[src/sv/rau_pkg.sv]
`timescale 1ns / 1ps

package rau_pkg;

    localparam int WIDTH_DEF = 32;
    localparam int OP_W      = 3;
    localparam int NUM_W     = 32;
    localparam int DEN_W     = 31;
    localparam int RES_NUM_W = 64;
    localparam int RES_DEN_W = 63;
    localparam int MUL_STEPS = 4;

    typedef enum logic [2:0] {
        OP_ADD     = 3'd0,
        OP_SUB     = 3'd1,
        OP_MUL     = 3'd2,
        OP_DIV     = 3'd3,
        OP_LESS    = 3'd4,
        OP_GREATER = 3'd5,
        OP_EQUAL   = 3'd6
    } op_t;

    typedef enum logic [2:0] {
        MS_AN_BD,
        MS_BN_AD,
        MS_AD_BD,
        MS_AN_BN,
        MS_AD_BN
    } mul_sel_t;

    typedef enum logic [2:0] {
        ACC_NONE,
        ACC_LOAD_N,
        ACC_ADD_N,
        ACC_SUB_N,
        ACC_LOAD_D
    } acc_t;

    typedef enum logic [2:0] {
        ST_IDLE,
        ST_MUL,
        ST_CHECK,
        ST_GCD,
        ST_SHIFT,
        ST_DIV,
        ST_DONE
    } state_t;

    typedef struct packed {
        mul_sel_t mul_sel;
        acc_t     acc;
    } micro_t;

    typedef struct packed {
        logic     load_in;
        mul_sel_t mul_sel;
        acc_t     acc;
        logic     check;
        logic     gcd_step;
        logic     shift;
        logic     div_step;
        logic     fin_arith;
    } cmd_t;

    typedef struct packed {
        logic [OP_W-1:0] op;
        logic            direct;
        logic            u_zero;
        logic            v_one;
    } status_t;

    function automatic micro_t micro(input logic [OP_W-1:0] op, input logic [1:0] step);
        micro_t m;
        m.mul_sel = MS_AD_BD;
        m.acc     = ACC_NONE;
        case (step)
            2'd0:
            begin
                m.mul_sel = (op == OP_MUL) ? MS_AN_BN : MS_AN_BD;
            end
            2'd1:
            begin
                if (op == OP_MUL)
                    m.mul_sel = MS_AD_BD;
                else if (op == OP_DIV)
                    m.mul_sel = MS_AD_BN;
                else
                    m.mul_sel = MS_BN_AD;
                m.acc = ACC_LOAD_N;
            end
            2'd2:
            begin
                m.mul_sel = MS_AD_BD;
                if (op == OP_ADD)
                    m.acc = ACC_ADD_N;
                else if (op == OP_SUB)
                    m.acc = ACC_SUB_N;
                else
                    m.acc = ACC_LOAD_D;
            end
            default:
            begin
                if (op == OP_ADD || op == OP_SUB)
                    m.acc = ACC_LOAD_D;
            end
        endcase
        return m;
    endfunction

endpackage

[src/sv/rau_ctrl.sv]
`timescale 1ns / 1ps

module rau_ctrl #(
    parameter int WIDTH = rau_pkg::WIDTH_DEF
) (
    input  logic              clk,
    input  logic              rst_n,
    input  logic              start,
    input  rau_pkg::status_t  status,
    output rau_pkg::cmd_t     cmd,
    output logic              busy,
    output logic              done
);

    localparam int MW = 2 * WIDTH;
    localparam int CW = $clog2(MW);
    localparam logic [CW-1:0] DIV_LAST = CW'(MW - 1);
    localparam logic [CW-1:0] MUL_LAST = CW'(rau_pkg::MUL_STEPS - 1);

    rau_pkg::state_t  state_reg, state_next;
    logic [CW-1:0]    cnt_reg, cnt_next;
    logic             done_reg, done_next;
    rau_pkg::micro_t  mop;

    always_ff @(posedge clk or negedge rst_n)
    begin
        if (!rst_n)
        begin
            state_reg <= rau_pkg::ST_IDLE;
            cnt_reg   <= '0;
            done_reg  <= 1'b0;
        end
        else
        begin
            state_reg <= state_next;
            cnt_reg   <= cnt_next;
            done_reg  <= done_next;
        end
    end

    always_comb
    begin
        state_next = state_reg;
        cnt_next   = cnt_reg;
        done_next  = 1'b0;
        mop        = rau_pkg::micro(status.op, cnt_reg[1:0]);
        cmd        = '0;
        cmd.mul_sel = mop.mul_sel;
        case (state_reg)
            rau_pkg::ST_IDLE:
            begin
                if (start)
                begin
                    cmd.load_in = 1'b1;
                    cnt_next    = '0;
                    state_next  = rau_pkg::ST_MUL;
                end
            end
            rau_pkg::ST_MUL:
            begin
                cmd.acc = mop.acc;
                if (cnt_reg == MUL_LAST)
                    state_next = rau_pkg::ST_CHECK;
                else
                    cnt_next = cnt_reg + 1'b1;
            end
            rau_pkg::ST_CHECK:
            begin
                cmd.check = 1'b1;
                if (status.direct)
                begin
                    done_next  = 1'b1;
                    state_next = rau_pkg::ST_IDLE;
                end
                else
                    state_next = rau_pkg::ST_GCD;
            end
            rau_pkg::ST_GCD:
            begin
                if (status.u_zero)
                    state_next = rau_pkg::ST_SHIFT;
                else
                    cmd.gcd_step = 1'b1;
            end
            rau_pkg::ST_SHIFT:
            begin
                cmd.shift  = 1'b1;
                cnt_next   = '0;
                state_next = status.v_one ? rau_pkg::ST_DONE : rau_pkg::ST_DIV;
            end
            rau_pkg::ST_DIV:
            begin
                cmd.div_step = 1'b1;
                if (cnt_reg == DIV_LAST)
                    state_next = rau_pkg::ST_DONE;
                else
                    cnt_next = cnt_reg + 1'b1;
            end
            rau_pkg::ST_DONE:
            begin
                cmd.fin_arith = 1'b1;
                done_next     = 1'b1;
                state_next    = rau_pkg::ST_IDLE;
            end
            default:
            begin
                state_next = rau_pkg::ST_IDLE;
            end
        endcase
    end

    assign busy = (state_reg != rau_pkg::ST_IDLE);
    assign done = done_reg;

endmodule

[config.mk]
export PLATFORM = sky130hd
export DESIGN_NAME = rau_ctrl
export DESIGN_NICKNAME = d
export VERILOG_FILES = /design/src/sv/rau_pkg.sv /design/src/sv/rau_ctrl.sv
export SDC_FILE = /design/constraint.sdc
export NUM_CORES = 1
export LEC_CHECK = 0
export BUFFER_PORTS_ARGS = -buffer_cell sky130_fd_sc_hd__buf_2
export CORE_MARGIN = 5
export CORE_UTILIZATION = 40
export DETAILED_ROUTE_END_ITERATION = 7
export MAX_ROUTING_LAYER = met4
export PLACE_DENSITY = 0.65
export SLEW_MARGIN = 20
export SYNTH_ARGS = -nofsm -noshare
export SYNTH_HDL_FRONTEND = slang
export SYNTH_SLANG_ARGS = --single-unit
[constraint.sdc]
create_clock -name clk -period 5.1 [get_ports clk]
set_input_delay 1.275 -clock clk [delete_from_list [all_inputs] [get_ports clk]]
set_output_delay 1.275 -clock clk [all_outputs]
set_load 0.01 [all_outputs]
==> results of run 1 <==
Yosys cell counts, types with 2 or more instances:
cell / n / area [sq um]
sky130_fd_sc_hd__a22o_2: 3 / 30.0
sky130_fd_sc_hd__ha_1: 4 / 50.1
sky130_fd_sc_hd__or3_1: 2 / 12.5
sky130_fd_sc_hd__nor3b_1: 2 / 15.0
sky130_fd_sc_hd__dfrtp_1: 10 / 250
sky130_fd_sc_hd__o21ai_0: 3 / 15.0
sky130_fd_sc_hd__nand2b_1: 4 / 25.0
sky130_fd_sc_hd__nand3_1: 4 / 20.0
sky130_fd_sc_hd__nand2_1: 5 / 18.8
sky130_fd_sc_hd__inv_1: 4 / 15.0
sky130_fd_sc_hd__clkbuf_1: 3 / 11.3
sky130_fd_sc_hd__nor4_1: 2 / 12.5
sky130_fd_sc_hd__xnor2_1: 2 / 17.5
sky130_fd_sc_hd__a21oi_1: 3 / 15.0
sky130_fd_sc_hd__nor2_1: 12 / 45.0
sky130_fd_sc_hd__nor3_1: 6 / 30.0
cells by family (layout without fill, tap and decap cells):
group / Yosys count / count (layout) / synth area share
mux: 2 / 2 / 0.0285
flops: 10 / 10 / 0.335
buf+inv: 8 / 29 / 0.0419
fa+ha+maj: 4 / 4 / 0.0670
compound gates: 19 / 19 / 0.213
xor+xnor: 2 / 2 / 0.0235
simple gates: 42 / 42 / 0.291
layout make-up:
| cell class | instances | area [sq um] | share of cell area |
|---|---|---|---|
| well taps | 25 | 31.3 | 0.0350 |
| repair buffers | 22 | 110 | 0.123 |
| multi-input cells | 69 | 465 | 0.520 |
| inverters | 4 | 15.0 | 0.0168 |
| flip-flops and latches | 10 | 250 | 0.280 |
| clock buffers | 3 | 22.5 | 0.0252 |
power breakdown:
group | switching (uW) | internal, uW
clock | 25.3 | 27.1
combinational | 132 | 124
sequential | 56.0 | 107
critical path, delay by kind of cell:
family                 cells  cell delay, ns
AND/OR/NAND/NOR            2            0.34
buffers and inverters      2            0.27
AO/OA/AOI/OAI              1            0.14
how the worst max path moves through the flow:
stage	from	endpoint	slack [ns]	cells after the start
detailed placement	status[4]	cmd[5]	1.80	5
floorplan	status[4]	cmd[6]	1.95	3
global route	status[4]	cmd[5]	1.66	5
global placement	status[4]	cmd[5]	1.84	5
finish	status[4]	cmd[5]	1.81	5
CTS	status[4]	cmd[5]	1.81	5
through the flow:
stage	instances	power, uW
floorplan	87	356
global placement	130	419
detailed placement	130	422
CTS	133	476
global route	133	516
finish	133	471
per-layer routing:
layer  routed length [um]  track usage  vias to the layer above
met1                  722        0.165                      317
met4                   13       0.0383                        0
met2                  722        0.202                       15
met3                  106       0.0338                        2
met5                    0            -                        -
li1                     -            -                      355
==> impl_metrics.ini, run 1 <==
[setup_path]
worst-path-max-fanout = 4
critical_path_end_type = output pin
worstSetupStartpointType = primary input
start_to_end_type_of_the_worst_setup_path = in -> out
crit_path_frequent_cell = sky130_fd_sc_hd__buf_2
reg2reg_setup_slack_ns = 3.21
required_time_reported_for_the_critical_path_endpoint_ns = 3.83
r2r_cells = 5
rr_endpoint = cnt_reg[2]
slowest_stage = sky130_fd_sc_hd__nor2_1
path_cells = buf_2 > nor2_1 > a41oi_1 > nor3_1 > buf_2
worst_ep_arrival_time_ns = 2.02
critical-path-max-stage-delay_ns = 0.21
worstReg2RegStart = cnt_reg[0]

[synthesis]
postSynth.topFlopCell = sky130_fd_sc_hd__dfrtp_1
syn_area_per_cell_sq_um = 8.59
seq_area_frac_synth = 0.335
asyncSetResetFlopFracSynth = 1.00
synth_edf_count = 0
synthesis.instances = 87
syn_nets = 100
postSynthRegisterBits = 10
synth.yosys.warnings = 0
netlist_area_before_placement_sq_um = 747
netlist-cell-type-count = 34

[routing]
detail_route.vias_per_cell = 5.18
routedWlPerCell_um = 11.8
routed-via-count = 689
first_iter_violations = 13
ant_nets = 0
drt_wl_total_mm = 1.57
remaining_drc_errors = 0
drt_first_pass_iters = 4

[clock_tree]
cts.path.max_buffers = 2
ctsResizeCount = 0
cts.root.buffer_cell = sky130_fd_sc_hd__clkbuf_4
cts_buffers = 3
clock_tree.htree_level_count = 1
worst_setup_hold_path_clk_slew_ns = 0.07
cts_setup_buffers = 0
cts_tree = yes
clock_sinks = 10
ctsHoldBuffers = 0
worst_skew_pair.late_latency_ns = 0.25

[cells_and_area]
fin_util = 0.513
most-common-layout-cells = sky130_fd_sc_hd__buf_2 (22), sky130_fd_sc_hd__nor2_1 (12), sky130_fd_sc_hd__dfrtp_1 (10), sky130_fd_sc_hd__nor3_1 (6), sky130_fd_sc_hd__nand2_1 (5)
final_common_cell = sky130_fd_sc_hd__buf_2
final.fill_count = 171
diodes = 0
areaGrowthSynthToFinish_pct = 19.8
max_reg_flops = 6
drive_gt1_frac = 0.315
layout.nets = 123
final_area_sq_um = 895

[place]
dp_hpwl_mm = 1.22
place.port_buffers = 22
dpl_cell_area_sq_um = 872
pre_cts_slack_ns = 1.80
finalWeightedCongestion = 0.788

[die]
die_y_um = 53.2
initial_core_util = 0.428
top_level_ports = 23
die_x_um = 53.2
die_area_sq_um = 2830
num_rows = 15
core_area_sq_um = 1750

[grt]
antenna_found_initial = 0
global_route.overflow_total = 0
overall_fraction_of_global_route_tracks_in_use = 0.130
grt_max_degree = 16
grt_pass1_vias = 620
first_pass_grt_wire_length_mm = 2.66

[timing]
finalSetupViolCount = 0
min_period_ns = 3.29
final-max-slew-violation-count = 0
final_min_period_over_clock_period = 0.646
grt_setup_unrepaired = false
peak_freq_mhz = 304
maxSlewHeadroom = 0.716
post-route-worst-setup-slack_ns = 1.81
max_slew.worst_pin.slew_ns = 0.426
worst_hold_slack_ns = 0.529
setup_tns_ns = 0
timing_hold_violations_final = 0
fin_worst_skew_ns = 0.00544

[pwr]
power.density_nw_per_um2 = 527
standby_leakage_power_uw = 0.000429
power.ir.vdd_worst_uv = 300

[hold_path]
timing.hold.worst_path_depth = 1
hold_path_startpoint = cnt_reg[5]
terminating_pin_of_the_worst_hold_path = cnt_reg[5]
hold_class = reg -> reg

[status]
run_status = complete, no violations

[flow_run]
drv.max_cap_violation_count = 0
Note: power is estimated with default switching activity, not from simulation.
==> run 2: changes to the inputs <==
Clock period 5.1 ns to 3.15 ns, I/O delays scaled along.
==> run 2 against run 1 <==
Largest cell class unchanged. Register-to-register slack worse by 2.0 ns. Sequential share of layout area unchanged. Clock power up 62%. Critical path depth down 2. Non-clock buffer count unchanged. Clock-buffer cell count unchanged. Critical path type is now reg -> out. Cell count unchanged. Worst setup slack worse by 1.0 ns. Worst hold slack worse by 0.15 ns. Combinational power up 61%. Global-route usage down 0.42 points.
==> impl_metrics.ini, run 2 (synthesis results as in run 1) <==
[status]
run_status = complete, no violations

[cells_and_area]
drive_gt1_frac = 0.315
layout.nets = 123
final_common_cell = sky130_fd_sc_hd__buf_2
final.fill_count = 166
fin_util = 0.513
areaGrowthSynthToFinish_pct = 19.8
diodes = 0
most-common-layout-cells = sky130_fd_sc_hd__buf_2 (22), sky130_fd_sc_hd__nor2_1 (12), sky130_fd_sc_hd__dfrtp_1 (10), sky130_fd_sc_hd__nor3_1 (6), sky130_fd_sc_hd__nand2_1 (5)
max_reg_flops = 6

[setup_path]
critical_path_end_type = output pin
start_to_end_type_of_the_worst_setup_path = reg -> out
reg2reg_setup_slack_ns = 1.26
r2r_cells = 5
required_time_reported_for_the_critical_path_endpoint_ns = 2.36
worst-path-max-fanout = 12
rr_endpoint = cnt_reg[2]
worstReg2RegStart = cnt_reg[0]
worstSetupStartpointType = register
worst_ep_arrival_time_ns = 1.61

[pwr]
design_power_total_uw = 760
power.density_nw_per_um2 = 849
power.ir.vdd_worst_uv = 344
standby_leakage_power_uw = 0.000429

[grt]
overall_fraction_of_global_route_tracks_in_use = 0.126
first_pass_grt_wire_length_mm = 2.56
global_route.overflow_total = 0
grt_max_degree = 16
grt_pass1_vias = 596
antenna_found_initial = 0

[timing]
setup_tns_ns = 0
maxSlewHeadroom = 0.719
max_slew.worst_pin.slew_ns = 0.421
final-max-slew-violation-count = 0
peak_freq_mhz = 418
timing_hold_violations_final = 0
grt_setup_unrepaired = false
finalSetupViolCount = 0
fin_worst_skew_ns = 0.00451
min_period_ns = 2.39
final_min_period_over_clock_period = 0.760

[routing]
routed-via-count = 689
drt_first_pass_iters = 4
drt_wl_total_mm = 1.51
first_iter_violations = 22
routedWlPerCell_um = 11.4
ant_nets = 0
remaining_drc_errors = 0
detail_route.vias_per_cell = 5.18

[clock_tree]
worst_skew_pair.late_latency_ns = 0.26
cts_setup_buffers = 0
cts_buffers = 3
ctsResizeCount = 0
clock_tree.htree_level_count = 1
worst_setup_hold_path_clk_slew_ns = 0.07
cts.root.buffer_cell = sky130_fd_sc_hd__clkbuf_4
cts.path.max_buffers = 2
clock_sinks = 10
cts_tree = yes
ctsHoldBuffers = 0

[die]
die_x_um = 53.2
initial_core_util = 0.428
die_y_um = 53.2
core_area_sq_um = 1750
top_level_ports = 23
num_rows = 15
die_area_sq_um = 2830

[place]
dp_hpwl_mm = 1.18
place.port_buffers = 22
finalWeightedCongestion = 0.788

[flow_run]
drv.max_cap_violation_count = 0

[hold_path]
hold_class = in -> async
-- run 2: per-layer routing --
metal | GRT usage | vias up | wire, um
li1 | - | 357 | -
met1 | 0.164 | 308 | 711
met2 | 0.190 | 22 | 665
met3 | 0.0338 | 2 | 122
met4 | 0.0383 | 0 | 13
met5 | - | - | 0
-- run 2: report_power, final --
| group | switching (uW) | internal (uW) | total, uW |
|---|---|---|---|
| registers | 89.6 | 173 | 262 |
| logic | 212 | 200 | 412 |
| clock network | 41.0 | 44.0 | 85.0 |
-- run 2: worst max-delay path, stage by stage (launching register included) --
cell and delay (ns):
sky130_fd_sc_hd__dfrtp_1 0.50, sky130_fd_sc_hd__nand2b_1 0.36, sky130_fd_sc_hd__nor4_1 0.31, sky130_fd_sc_hd__buf_2 0.18
-- run 2: layout make-up --
cell class / instances / area [sq um] / share of cell area
multi-input combinational: 69 / 465 / 0.520
sequential: 10 / 250 / 0.280
timing repair buffer: 22 / 110 / 0.123
tap: 25 / 31.3 / 0.0350
clock buffer: 3 / 22.5 / 0.0252
inverter: 4 / 15.0 / 0.0168
-- run 2: worst max-delay path by stage --
| stage | slack, ns | from | cells past startpoint | to |
|---|---|---|---|---|
| 3_5_place_dp | 0.83 | status[4] | 5 | cmd[6] |
| 3_3_place_gp | 0.86 | status[4] | 5 | cmd[5] |
| 5_1_grt | 0.66 | state_reg[1] | 3 | cmd[6] |
| 6_report | 0.76 | state_reg[1] | 3 | cmd[6] |
| 4_1_cts | 0.77 | state_reg[1] | 3 | cmd[6] |
| 2_1_floorplan | 0.97 | status[4] | 3 | cmd[6] |
-- run 2: metrics by stage --
stage	area, sq um	instances	hold slack (ns)	worst slack (ns)
after global placement	872	130	0.503	0.861
after floorplan	747	87	0.473	0.972
final	895	133	0.376	0.757
after detailed placement	872	130	0.508	0.827
after CTS	895	133	0.385	0.769
after global routing	895	133	0.393	0.656
